**config.mk**
```make
export PLATFORM = sky130hd
export DESIGN_NAME = uv_sphere_index_generator_flat
export DESIGN_NICKNAME = d
export VERILOG_FILES = /design/src/rtl/uvs_pkg.sv /design/src/rtl/uvs_ifs.sv /design/src/rtl/uvs_cfg.sv /design/src/rtl/uvs_walker.sv /design/src/rtl/uvs_out_stage.sv /design/src/rtl/uv_sphere_index_generator.sv /design/src/flat_wrapper.sv
export VERILOG_INCLUDE_DIRS = /design/src /design/src/rtl
export SDC_FILE = /design/constraint.sdc
export NUM_CORES = 1
export LEC_CHECK = 0
export ABC_AREA = 1
export BUFFER_PORTS_ARGS = -buffer_cell sky130_fd_sc_hd__buf_2
export CAP_MARGIN = 20
export CORE_ASPECT_RATIO = 0.6
export CORE_MARGIN = 5
export CORE_UTILIZATION = 51
export CTS_CLUSTER_DIAMETER = 150
export CTS_CLUSTER_SIZE = 10
export DETAILED_ROUTE_END_ITERATION = 16
export MAX_ROUTING_LAYER = met4
export PLACE_DENSITY = 0.8
export SLEW_MARGIN = 20
export SYNTH_ARGS = -nofsm -noshare
export SYNTH_HDL_FRONTEND = slang
export SYNTH_SLANG_ARGS = --single-unit
```
**constraint.sdc**
```tcl
create_clock -name clk -period 6.3 [get_ports clk]
set_input_delay 0 -clock clk [delete_from_list [all_inputs] [get_ports clk]]
set_output_delay 0 -clock clk [all_outputs]
set_load 0.01 [all_outputs]
```
**src/rtl/uv_sphere_index_generator_defines.svh**
```systemverilog
// Assertion macros for the sphere index generator RTL, used by the walker.
`ifndef UV_SPHERE_INDEX_GENERATOR_DEFINES_SVH
`define UV_SPHERE_INDEX_GENERATOR_DEFINES_SVH

// Same-cycle implication, checked outside reset.
`define UVS_ASSERT_NOW(label, clk, rst_n, ante, cons, msg) \
    label: assert property (@(posedge clk) disable iff (!rst_n) (ante) |-> (cons)) \
        else $error(msg);

// Next-cycle implication, checked outside reset.
`define UVS_ASSERT_NEXT(label, clk, rst_n, ante, cons, msg) \
    label: assert property (@(posedge clk) disable iff (!rst_n) (ante) |=> (cons)) \
        else $error(msg);

`endif

```
**src/rtl/uvs_pkg.sv**
```systemverilog
// Package with shared constants and types of the sphere index generator.
`default_nettype none
package uvs_pkg;

    localparam int DEFAULT_MAX_DIV = 256;

    localparam int CFG_DIV_W  = 9;
    localparam int IDX_W      = 16;
    localparam int CFG_DATA_W = 16;
    localparam int REG_IDX_W  = 2;

    localparam logic [REG_IDX_W-1:0] REG_LAT_DIV      = 2'd0;
    localparam logic [REG_IDX_W-1:0] REG_LONG_DIV     = 2'd1;
    localparam logic [REG_IDX_W-1:0] REG_VERTEX_COUNT = 2'd2;

    localparam logic [CFG_DIV_W-1:0] RST_LAT_DIV      = 9'd12;
    localparam logic [CFG_DIV_W-1:0] RST_LONG_DIV     = 9'd24;
    localparam logic [IDX_W-1:0]     RST_VERTEX_COUNT = 16'd266;

    // Values derived from the configuration for the cap triangles.
    typedef struct packed {
        logic [IDX_W-1:0] south_base;
        logic [IDX_W-1:0] pole_north;
        logic [IDX_W-1:0] pole_south;
    } geom_t;

    typedef struct packed {
        logic [IDX_W-1:0] idx_first;
        logic [IDX_W-1:0] idx_second;
        logic [IDX_W-1:0] idx_third;
        logic             last_triangle;
    } triangle_t;

endpackage
`default_nettype wire

```
**src/rtl/uvs_ifs.sv**
```systemverilog
// Channel interfaces: request, result and configuration write.
`default_nettype none
interface uvs_req_if;
    logic valid;
    logic ready;
    logic restart;

    modport source (output valid, output restart, input ready);
    modport sink (input valid, input restart, output ready);
endinterface

interface uvs_res_if;
    logic                     valid;
    logic                     ready;
    logic [uvs_pkg::IDX_W-1:0] idx_first;
    logic [uvs_pkg::IDX_W-1:0] idx_second;
    logic [uvs_pkg::IDX_W-1:0] idx_third;
    logic                     last_triangle;

    modport source (output valid, output idx_first, output idx_second, output idx_third,
                    output last_triangle, input ready);
    modport sink (input valid, input idx_first, input idx_second, input idx_third,
                  input last_triangle, output ready);
endinterface

interface uvs_cfg_if;
    logic                          valid;
    logic                          ready;
    logic [uvs_pkg::REG_IDX_W-1:0]  index;
    logic [uvs_pkg::CFG_DATA_W-1:0] data;

    modport source (output valid, output index, output data, input ready);
    modport sink (input valid, input index, input data, output ready);
endinterface
`default_nettype wire

```
**src/rtl/uvs_cfg.sv**
```systemverilog
// Configuration registers with division clamping and cap geometry.
`default_nettype none
module uvs_cfg #(
    parameter int MAX_DIV = uvs_pkg::DEFAULT_MAX_DIV,
    parameter int DIV_W   = $clog2(MAX_DIV + 1)
) (
    input  wire logic          clk,
    input  wire logic          rst_n,
    uvs_cfg_if.sink            cfg,
    output logic [DIV_W-1:0]   lat,
    output logic [DIV_W-1:0]   lng,
    output uvs_pkg::geom_t     geom,
    output logic               cfg_wr
);
    import uvs_pkg::*;

    localparam int CMP_W = (DIV_W > CFG_DIV_W) ? DIV_W : CFG_DIV_W;
    localparam logic [CMP_W-1:0] MaxDivC = CMP_W'(MAX_DIV);
    localparam logic [CMP_W-1:0] MinDivC = CMP_W'(3);

    logic [CFG_DIV_W-1:0] lat_div_reg, lat_div_next;
    logic [CFG_DIV_W-1:0] long_div_reg, long_div_next;
    logic [IDX_W-1:0]     vertex_count_reg, vertex_count_next;
    logic [CMP_W-1:0]     lat_raw, lng_raw;
    logic [31:0]          south_prod;
    logic                 cfg_take;

    assign cfg.ready = 1'b1;
    assign cfg_take  = cfg.valid && cfg.ready;

    // Only a write that hits one of the registers returns the position to the start.
    always_comb
    begin
        lat_div_next      = lat_div_reg;
        long_div_next     = long_div_reg;
        vertex_count_next = vertex_count_reg;
        cfg_wr            = 1'b0;
        if (cfg_take)
        begin
            unique case (cfg.index)
                REG_LAT_DIV:
                begin
                    lat_div_next = cfg.data[CFG_DIV_W-1:0];
                    cfg_wr       = 1'b1;
                end
                REG_LONG_DIV:
                begin
                    long_div_next = cfg.data[CFG_DIV_W-1:0];
                    cfg_wr        = 1'b1;
                end
                REG_VERTEX_COUNT:
                begin
                    vertex_count_next = cfg.data[IDX_W-1:0];
                    cfg_wr            = 1'b1;
                end
                default:          ;
            endcase
        end
    end

    always_ff @(posedge clk or negedge rst_n)
    begin
        if (!rst_n)
        begin
            lat_div_reg      <= RST_LAT_DIV;
            long_div_reg     <= RST_LONG_DIV;
            vertex_count_reg <= RST_VERTEX_COUNT;
        end
        else
        begin
            lat_div_reg      <= lat_div_next;
            long_div_reg     <= long_div_next;
            vertex_count_reg <= vertex_count_next;
        end
    end

    assign lat_raw = CMP_W'(lat_div_reg);
    assign lng_raw = CMP_W'(long_div_reg);

    always_comb
    begin
        if (lat_raw < MinDivC)
            lat = DIV_W'(MinDivC);
        else if (lat_raw > MaxDivC)
            lat = DIV_W'(MaxDivC);
        else
            lat = DIV_W'(lat_raw);

        if (lng_raw < MinDivC)
            lng = DIV_W'(MinDivC);
        else if (lng_raw > MaxDivC)
            lng = DIV_W'(MaxDivC);
        else
            lng = DIV_W'(lng_raw);
    end

    // The southmost ring row is lat - 2; its first vertex is that row times lng.
    assign south_prod = 32'(lat - DIV_W'(2)) * 32'(lng);
    assign geom       = '{south_base: south_prod[IDX_W-1:0],
                          pole_north: vertex_count_reg - IDX_W'(2),
                          pole_south: vertex_count_reg - IDX_W'(1)};

endmodule
`default_nettype wire

```
**src/rtl/uvs_walker.sv**
```systemverilog
// Mesh position counters and triangle index computation.
`default_nettype none
`include "uv_sphere_index_generator_defines.svh"
module uvs_walker #(
    parameter int MAX_DIV = uvs_pkg::DEFAULT_MAX_DIV,
    parameter int DIV_W   = $clog2(MAX_DIV + 1),
    parameter int CNT_W   = $clog2(MAX_DIV)
) (
    input  wire logic           clk,
    input  wire logic           rst_n,
    input  wire logic [DIV_W-1:0] lat,
    input  wire logic [DIV_W-1:0] lng,
    input  wire uvs_pkg::geom_t geom,
    input  wire logic           cfg_wr,
    input  wire logic           accept,
    input  wire logic           restart,
    output uvs_pkg::triangle_t  triangle
);
    import uvs_pkg::*;

    logic [CNT_W-1:0] row_reg, row_next;
    logic [CNT_W-1:0] col_reg, col_next;
    logic             cap_reg, cap_next;
    logic             half_reg, half_next;
    logic [IDX_W-1:0] row_base_reg, row_base_next;

    logic [CNT_W-1:0] row_eff, col_eff;
    logic             cap_eff, half_eff;
    logic [IDX_W-1:0] rb_eff, nb, lng16, c16, c1_16;
    logic [DIV_W-1:0] col_inc, row_inc, lat_m2;
    logic             wrap, row_done;
    logic [31:0]      rb_check;

    // A restart request works on the first triangle as if the position were cleared.
    assign row_eff  = restart ? '0 : row_reg;
    assign col_eff  = restart ? '0 : col_reg;
    assign cap_eff  = restart ? 1'b0 : cap_reg;
    assign half_eff = restart ? 1'b0 : half_reg;
    assign rb_eff   = restart ? '0 : row_base_reg;

    assign col_inc  = DIV_W'(col_eff) + DIV_W'(1);
    assign wrap     = col_inc >= lng;
    assign row_inc  = DIV_W'(row_eff) + DIV_W'(1);
    assign lat_m2   = lat - DIV_W'(2);
    assign row_done = row_inc >= lat_m2;

    assign lng16 = IDX_W'(lng);
    assign c16   = IDX_W'(col_eff);
    assign c1_16 = wrap ? '0 : IDX_W'(col_inc);
    assign nb    = rb_eff + lng16;

    always_comb
    begin
        triangle.last_triangle = 1'b0;
        if (!cap_eff)
        begin
            if (!half_eff)
            begin
                triangle.idx_first  = rb_eff + c16;
                triangle.idx_second = nb + c16;
                triangle.idx_third  = rb_eff + c1_16;
            end
            else
            begin
                triangle.idx_first  = rb_eff + c1_16;
                triangle.idx_second = nb + c16;
                triangle.idx_third  = nb + c1_16;
            end
        end
        else
        begin
            if (!half_eff)
            begin
                triangle.idx_first  = geom.pole_north;
                triangle.idx_second = c16;
                triangle.idx_third  = c1_16;
            end
            else
            begin
                triangle.idx_first     = geom.south_base + c1_16;
                triangle.idx_second    = geom.south_base + c16;
                triangle.idx_third     = geom.pole_south;
                triangle.last_triangle = wrap;
            end
        end
    end

    always_comb
    begin
        row_next      = row_reg;
        col_next      = col_reg;
        cap_next      = cap_reg;
        half_next     = half_reg;
        row_base_next = row_base_reg;
        if (cfg_wr)
        begin
            row_next      = '0;
            col_next      = '0;
            cap_next      = 1'b0;
            half_next     = 1'b0;
            row_base_next = '0;
        end
        else if (accept)
        begin
            row_next      = row_eff;
            col_next      = col_eff;
            cap_next      = cap_eff;
            row_base_next = rb_eff;
            if (!half_eff)
            begin
                half_next = 1'b1;
            end
            else
            begin
                half_next = 1'b0;
                if (!wrap)
                begin
                    col_next = col_inc[CNT_W-1:0];
                end
                else
                begin
                    col_next = '0;
                    if (!cap_eff && !row_done)
                    begin
                        row_next      = row_inc[CNT_W-1:0];
                        row_base_next = nb;
                    end
                    else
                    begin
                        // End of the band moves to the caps; end of the caps starts over.
                        row_next      = '0;
                        row_base_next = '0;
                        cap_next      = !cap_eff;
                    end
                end
            end
        end
    end

    always_ff @(posedge clk or negedge rst_n)
    begin
        if (!rst_n)
        begin
            row_reg      <= '0;
            col_reg      <= '0;
            cap_reg      <= 1'b0;
            half_reg     <= 1'b0;
            row_base_reg <= '0;
        end
        else
        begin
            row_reg      <= row_next;
            col_reg      <= col_next;
            cap_reg      <= cap_next;
            half_reg     <= half_next;
            row_base_reg <= row_base_next;
        end
    end

    assign rb_check = 32'(row_reg) * 32'(lng);

    `UVS_ASSERT_NOW(a_col_in_range, clk, rst_n, 1'b1,
        (DIV_W'(col_reg) < lng), "column counter reached the longitude count")
    `UVS_ASSERT_NOW(a_cap_row_clear, clk, rst_n, cap_reg,
        (row_reg == '0 && row_base_reg == '0), "row state not cleared in the caps")
    `UVS_ASSERT_NOW(a_row_base_match, clk, rst_n, !cap_reg,
        (row_base_reg == rb_check[IDX_W-1:0]), "row base differs from row times lng")
    `UVS_ASSERT_NEXT(a_last_wraps, clk, rst_n, (accept && triangle.last_triangle),
        (row_reg == '0 && col_reg == '0 && !cap_reg && !half_reg),
        "position did not return to the first triangle")

endmodule
`default_nettype wire

```
**src/rtl/uvs_out_stage.sv**
```systemverilog
// Result register between the index logic and the result channel.
`default_nettype none
module uvs_out_stage (
    input  wire logic          clk,
    input  wire logic          rst_n,
    input  wire logic          load,
    input  wire uvs_pkg::triangle_t triangle,
    output logic               can_load,
    uvs_res_if.source          res
);
    import uvs_pkg::*;

    logic      valid_reg, valid_next;
    triangle_t data_reg;

    assign can_load   = !valid_reg || res.ready;
    assign valid_next = load || (valid_reg && !res.ready);

    always_ff @(posedge clk or negedge rst_n)
    begin
        if (!rst_n)
            valid_reg <= 1'b0;
        else
            valid_reg <= valid_next;
    end

    always_ff @(posedge clk)
    begin
        if (load)
            data_reg <= triangle;
    end

    assign res.valid         = valid_reg;
    assign res.idx_first     = data_reg.idx_first;
    assign res.idx_second    = data_reg.idx_second;
    assign res.idx_third     = data_reg.idx_third;
    assign res.last_triangle = data_reg.last_triangle;

endmodule
`default_nettype wire

```
**src/rtl/uv_sphere_index_generator.sv**
```systemverilog
// Top level of the UV sphere triangle index generator.
// Each accepted request yields one triangle of the latitude/longitude sphere mesh: band rows
// first, two triangles per segment, then alternating north and south cap triangles, with
// last_triangle set on the final one, after which the sequence wraps. A request with restart
// set yields the first triangle again. One request is taken every clock cycle while
// request.ready is high; the result is held in a single output register and shows up in the
// cycle after acceptance, and request.ready stays high while that register is empty or being
// read in the same cycle. Configuration writes are always ready and take effect from the next
// cycle; a write to one of the three registers returns the position to the first triangle, a
// write to any other index does nothing.
`default_nettype none
module uv_sphere_index_generator #(
    parameter int MAX_DIV = uvs_pkg::DEFAULT_MAX_DIV
) (
    input  wire logic clk,
    input  wire logic rst_n,
    uvs_req_if.sink   request,
    uvs_res_if.source result,
    uvs_cfg_if.sink   cfg
);
    import uvs_pkg::*;

    localparam int DIV_W = $clog2(MAX_DIV + 1);
    localparam int CNT_W = $clog2(MAX_DIV);

    logic [DIV_W-1:0] lat, lng;
    geom_t            geom;
    triangle_t        triangle;
    logic             cfg_wr, can_load, accept;

    assign request.ready = can_load;
    assign accept        = request.valid && can_load;

    uvs_cfg #(
        .MAX_DIV (MAX_DIV),
        .DIV_W   (DIV_W)
    ) u_cfg (
        .clk    (clk),
        .rst_n  (rst_n),
        .cfg    (cfg),
        .lat    (lat),
        .lng    (lng),
        .geom   (geom),
        .cfg_wr (cfg_wr)
    );

    uvs_walker #(
        .MAX_DIV (MAX_DIV),
        .DIV_W   (DIV_W),
        .CNT_W   (CNT_W)
    ) u_walker (
        .clk      (clk),
        .rst_n    (rst_n),
        .lat      (lat),
        .lng      (lng),
        .geom     (geom),
        .cfg_wr   (cfg_wr),
        .accept   (accept),
        .restart  (request.restart),
        .triangle (triangle)
    );

    uvs_out_stage u_out (
        .clk      (clk),
        .rst_n    (rst_n),
        .load     (accept),
        .triangle (triangle),
        .can_load (can_load),
        .res      (result)
    );

endmodule
`default_nettype wire

```
**src/flat_wrapper.sv**
```systemverilog
// flat-port wrapper written by rule: the top's interface ports become plain ports
module uv_sphere_index_generator_flat import uvs_pkg::*;
#(
    parameter int MAX_DIV = uvs_pkg::DEFAULT_MAX_DIV
)
  (clk, rst_n, request_valid, request_restart, request_ready, result_valid, result_idx_first, result_idx_second, result_idx_third, result_last_triangle, result_ready, cfg_valid, cfg_index, cfg_data, cfg_ready);
  uvs_req_if request_i ();
  uvs_res_if result_i ();
  uvs_cfg_if cfg_i ();
  input  wire logic clk;
  input  wire logic rst_n;
  input wire logic [$bits(request_i.valid)-1:0] request_valid;
  input wire logic [$bits(request_i.restart)-1:0] request_restart;
  output wire logic [$bits(request_i.ready)-1:0] request_ready;
  output wire logic [$bits(result_i.valid)-1:0] result_valid;
  output wire logic [$bits(result_i.idx_first)-1:0] result_idx_first;
  output wire logic [$bits(result_i.idx_second)-1:0] result_idx_second;
  output wire logic [$bits(result_i.idx_third)-1:0] result_idx_third;
  output wire logic [$bits(result_i.last_triangle)-1:0] result_last_triangle;
  input wire logic [$bits(result_i.ready)-1:0] result_ready;
  input wire logic [$bits(cfg_i.valid)-1:0] cfg_valid;
  input wire logic [$bits(cfg_i.index)-1:0] cfg_index;
  input wire logic [$bits(cfg_i.data)-1:0] cfg_data;
  output wire logic [$bits(cfg_i.ready)-1:0] cfg_ready;
  assign request_i.valid = request_valid;
  assign request_i.restart = request_restart;
  assign request_ready = request_i.ready;
  assign result_valid = result_i.valid;
  assign result_idx_first = result_i.idx_first;
  assign result_idx_second = result_i.idx_second;
  assign result_idx_third = result_i.idx_third;
  assign result_last_triangle = result_i.last_triangle;
  assign result_i.ready = result_ready;
  assign cfg_i.valid = cfg_valid;
  assign cfg_i.index = cfg_index;
  assign cfg_i.data = cfg_data;
  assign cfg_ready = cfg_i.ready;
  uv_sphere_index_generator #(.MAX_DIV(MAX_DIV)) u_core (.clk(clk), .rst_n(rst_n), .request(request_i), .result(result_i), .cfg(cfg_i));
endmodule
```
* Word-level counts from Yosys, hierarchy flattened
Index checks and enable logic that the tools add are counted.
** Storage, ports and cells
- Flip-flop bits (word level) :: 118
- Input bits :: 24
- Output and inout bits :: 52
- Logic and storage cells :: 88
** Cells by class
- Equal/unequal tests :: 2
- Order comparisons :: 6
- Multipliers :: 1
- Multiplexer cells :: 37
- Reductions and logical operators :: 16
- $add $sub $neg :: 13
** Operators with widths (number)
- $mux 48 :: 3
- $mux 16 :: 6
- $mux 8 :: 11
- $add 16x9->16 :: 4
- $add 16x8->16 :: 3
- $mux 9 :: 5
- $add 8x1->9 const B :: 2
- $ge 9x9->1 :: 2
- $gt 9x9->1 const B :: 2
- $lt 9x2->1 const B :: 2
- $mul 10x10->16 :: 1
- $sub 16x1->16 const B :: 1
- $sub 16x2->16 const B :: 1
- $mux 1 :: 12
- $sub 9x2->10 const B :: 1
- $sub 9x2->9 const B :: 1
- $reduce_and 2->1 :: 4
- $logic_not 1->1 :: 4
- $logic_and 1x1->1 :: 3
- $reduce_or 3->1 :: 1
- $eq 2x1->1 const B :: 1
- $eq 2x2->1 const B :: 1
- $logic_not 2->1 :: 1
- $logic_or 1x1->1 :: 2
- $reduce_bool 2->1 :: 1

* Depth between registers and ports, before layout
- Depth after elaboration :: 12
- Mapped depth :: 40
- Depth with buffers taken out :: 40

* Hierarchy
From an unflattened synthesis, not the netlist that was laid out.
** Unflattened totals
- Cells, all modules :: 2203
- Area total of the unflattened synthesis :: 14796.7 um^2
** Modules (own cells, without submodules)
- uvs_walker :: cells each 1475, seq. area each 850.8 um^2, area an instance 8176.6 um^2, times used 1
- uvs_cfg :: cells each 672, seq. area each 859.6 um^2, area an instance 5096.1 um^2, times used 1
- uvs_out_stage :: cells each 54, seq. area each 1496.4 um^2, area an instance 1516.5 um^2, times used 1
- uv_sphere_index_generator :: cells each 2, seq. area each 0.0 um^2, area an instance 7.5 um^2, times used 1

* Worst setup path after synthesis
OpenSTA, ideal clock, no wires.
- Path type :: reg2reg
- Start :: reg u_core.u_cfg.lat_div_reg[4]
- End :: reg u_core.u_out.data_reg (netlist bit u_core.u_out.res.idx_first[15]) (data pin)
- Library setup time :: 252 ps
- Stages on the path, launching flop included :: 36
- Buffers on the path :: 0
- Arrival time :: 6276 ps
- Required time :: 6048 ps
- Path slack :: -229 ps
- Period minus slack after synthesis :: 6529 ps
- Cell sequence :: dfrtp_1 -> nor2_1 -> nand2_2 -> o21ai_4 -> nand2_1 -> ha_1 -> or2_2 -> nand2_1 -> inv_1 -> nand2_1 -> fa_1 -> inv_1 -> fa_1 -> ha_1 -> fa_1 -> inv_1 -> fa_1 -> inv_1 -> ha_1 -> inv_2 -> o21bai_1 -> or2_1 -> a21oi_1 -> xnor2_1 -> ha_1 -> nand3_1 -> nand2_1 -> nand2_1 -> nor2_1 -> nand2_1 -> nor2_1 -> nand2_1 -> nand3_1 -> nand3_1 -> nand2_1 -> nand2_1
** RTL lines
- start: declaration :: line uvs_cfg.sv:21 : logic [CFG_DIV_W-1:0] lat_div_reg, lat_div_next;
- start signal: assignment :: line uvs_cfg.sv:71 : lat_div_reg <= lat_div_next;
- end signal: assignment :: line uvs_out_stage.sv:30 : data_reg <= triangle;
- end: declaration :: line uvs_out_stage.sv:14 : triangle_t data_reg;

==> impl_metrics.csv <==
group,metric,value,unit
timing,slew_headroom,0.341,
routing,vias,14300,
critical_path,worstSetupStartpointType,"flop",
placement,gp_congestion,1.08,
timing,hold_viol,0,
min_path,min_from,"cfg_index[1]",
global_routing,met2_usage,0.481,
finish,drive_gt1_frac,0.249,
global_routing,track_usage,0.360,
routing,routed_wl,53.0,mm
floorplan,num_rows,46,
power_and_ir_drop,p_per_area,547,nW/µm²
floorplan,core,26500,µm²
global_routing,grt_pass1_vias,13800,
critical_path,r2r_cells,37,
status,status,"finished with violations",
clock_network,max-clock-path-buffers,2,
routing,first_iter_violations,1627,
timing,maxSlewViolCount,0,
synthesis,yosysMostFrequentCell,"nand2_1",
timing,final.setup.tns,-0.873,ns
timing,tightest_slew,0.978,ns
critical_path,r2r_slack,-0.14,ns
routing,via_per_inst,5.64,
synthesis,synth_warnings,0,
timing,rsz0062_at_grt,"true",
global_routing,antenna_found_initial,0,
critical_path,r2r_start,"u_core.u_cfg.lat_div_reg[2]$_DFFE_PN1P_",
critical_path,crit_type,"flop to flop",
timing,hold_slack,0.0429,ns
synthesis,yosys.area.top_type,"dfrtp_1",
global_routing,grt_pass1_wl,80.8,mm
synthesis,ys_top_cells_by_count,"379 x nand2_1, 325 x inv_1, 194 x nor2_1",
synthesis,synth-simple-area-share,0.226,
global_routing,grt_overflow,0,
synthesis,yosysTopAreaCellShare,0.113,
synthesis,synth_compound_area_frac,0.158,
synthesis,synthTopCellsByArea,"dfrtp_1 11%, ha_1 11%, edfxtp_1 11%",
critical_path,timing.critical_path.mode_cell,"inv_2",
timing,period_share,1.02,
routing,drcViolationCount,0,
synthesis,synth_top_family_by_area,"simple AND/OR/NAND/NOR gates",
timing,period_needed,6.44,ns
timing,setup_viol,11,
clock_network,cts.clk_slew.worst_paths,0.06,ns
synthesis,syn_area_per_cell,7.20,µm²
synthesis,syn_area,13700,µm²
global_routing,use_met3,0.143,
synthesis,yosys.area_share.adder,0.210,
synthesis,muxShareOfSynthArea,0.00164,
clock_network,root_buffer,"clkbuf_16",
global_routing,grt_max_degree,72,
synthesis,synthesis.instances,1906,
synthesis,synth-seq-cells,118,
finish,antenna_cells,0,
clock_network,cts.sinks,118,
placement,io_buffers,74,
clock_network,cts_tree,"built",
critical_path,crit_path_top_delay_cell,"fa_1",
routing,routedWlPerCell,20.9,µm
placement,placed_cells,2465,
finish,fin_nets,2381,
finish,nFillCells,2270,
status,violations,"negative setup slack",
synthesis,synth_xor_area_frac,0.0601,
finish,synthToLayoutAreaGrowth,27.0,%
critical_path,regToRegEndpoint,"u_core.u_out.res.idx_first[14]$_DFFE_PP_",
synthesis,synth_ff_type,"dfrtp_1",
global_routing,grt-busiest-layer,"met1",
job,drv_cap,0,
clock_network,cts_htree_levels,4,
floorplan,fp.dieW,222,µm
min_path,worst_hold_path_type,"input port to flop",
finish,multi_input_area,9840,µm²
min_path,hold_end,"u_core.u_cfg.vertex_count_reg[3]$_DFFE_PN1P_",
timing,fin_skew,0.0119,ns
critical_path,crit_path_end_kind,"flop",
timing,fmax,155,MHz
routing,ant_nets,0,
power_and_ir_drop,ir_drop,547,µV
critical_path,worstPathRequired,6.49,ns
finish,seq_area,3210,µm²
synthesis,synth_edf_count,49,
finish,fin_cells,2541,
floorplan,die_h,137,µm
clock_network,clk_latency,0.45,ns
floorplan,dieArea,30400,µm²
power_and_ir_drop,p_leak,8.72,nW
synthesis,synth_cell_types,64,
critical_path,crit_fanout,4,
floorplan,num_io_pins,76,
synthesis,synthArstFlopShare,0.585,
power_and_ir_drop,finalPower,9.54,mW
placement,dp_hpwl,41.4,mm
global_routing,grtUsageMet1,0.525,
synthesis,seq_area_frac_synth,0.234,
floorplan,start_util,0.518,
critical_path,cp.arrival,6.63,ns
critical_path,critical_path.max_stage_delay,0.57,ns
routing,detail_route.first_pass.iterations,6,
min_path,whs_path_depth,3,
placement,dpl_worst_slack,-0.664,ns
clock_network,cts_made_buffers,17,
timing,layout_setup_ws,-0.141,ns
kinds of logic after synthesis:
logic type	Yosys count
buffers and inverters	395
AO/OA/AOI/OAI	383
AND/OR/NAND/NOR	729
XOR/XNOR	89
other	1
flip-flops	118
multiplexers	2
adder cells (fa/ha/maj)	189
worst max-delay path, delay by kind of cell, from the launching register on:
family	cells	cell delay [ns]
and+or+nand+nor	14	1.32
DFF	1	0.37
buffers and inverters	12	0.91
xor gates and xnor gates	2	0.26
AOI/OAI and AO/OA	3	0.52
adders and majority gates	6	2.80
power breakdown:
part | switching (mW) | internal, mW
Clock | 0.417 | 0.502
Combinational | 4.23 | 3.46
Sequential | 0.0515 | 0.881
Total | 4.70 | 4.84
metal layers:
metal,part of all wire,wire (µm)
met2,0.39,20500
met5,0,0
met4,0.0099,523
met3,0.15,8010
met1,0.45,24000
cell usage in the layout, fill, tap and decap left out, types with 49 or more instances in the layout:
| cell | count |
|---|---|
| nand3_1 | 76 |
| inv_1 | 298 |
| fa_1 | 66 |
| a21oi_1 | 102 |
| buf_4 | 175 |
| dfrtp_1 | 62 |
| o21ai_0 | 154 |
| xor2_1 | 66 |
| buf_2 | 73 |
| ha_1 | 104 |
| edfxtp_1 | 49 |
| nor2_1 | 169 |
| nand2_1 | 332 |
stage by stage:
step / util / instance area [µm²]
floorplan: - / 13800
global placement: 0.593 / 15700
detailed placement: 0.593 / 15700
CTS: 0.644 / 17100
global route: 0.659 / 17400
finish: 0.659 / 17400
what timing repair did:
| action | CTS | global route |
|---|---|---|
| pin swaps | 79 | 64 |
| resized for setup | 127 | 92 |
| setup endpoints to repair | 17 | 19 |
| hold buffers | 20 | 0 |
| setup buffers | 17 | 6 |
| endpoints found under the hold margin | 99 | 0 |
how the worst max path moves through the flow:
stage / from / endpoint / depth (start not counted) / slack, ns
after floorplan: u_core.u_cfg.lat_div_reg[2]$_DFFE_PN1P_ / u_core.u_out.res.idx_first[15]$_DFFE_PP_ / 35 / 0.02
after global placement: u_core.u_cfg.lat_div_reg[2]$_DFFE_PN1P_ / u_core.u_out.res.idx_second[14]$_DFFE_PP_ / 33 / -0.62
after detailed placement: u_core.u_cfg.lat_div_reg[2]$_DFFE_PN1P_ / u_core.u_out.res.idx_second[14]$_DFFE_PP_ / 33 / -0.66
after CTS: u_core.u_cfg.lat_div_reg[2]$_DFFE_PN1P_ / u_core.u_out.res.idx_first[15]$_DFFE_PP_ / 34 / -0.08
after global routing: u_core.u_cfg.lat_div_reg[7]$_DFFE_PN0P_ / u_core.u_out.res.idx_first[15]$_DFFE_PP_ / 39 / -0.45
final: u_core.u_cfg.lat_div_reg[2]$_DFFE_PN1P_ / u_core.u_out.res.idx_first[14]$_DFFE_PP_ / 37 / -0.14
cell type report:
cell class	instances	share of cell area
clock inverters	15	0.00610
inverters	345	0.0753
multi-input cells	1401	0.564
well taps	360	0.0258
clock buffers	17	0.0244
flip-flops and latches	118	0.184
repair buffers	285	0.120
Note: power is estimated with default switching activity, not from simulation.
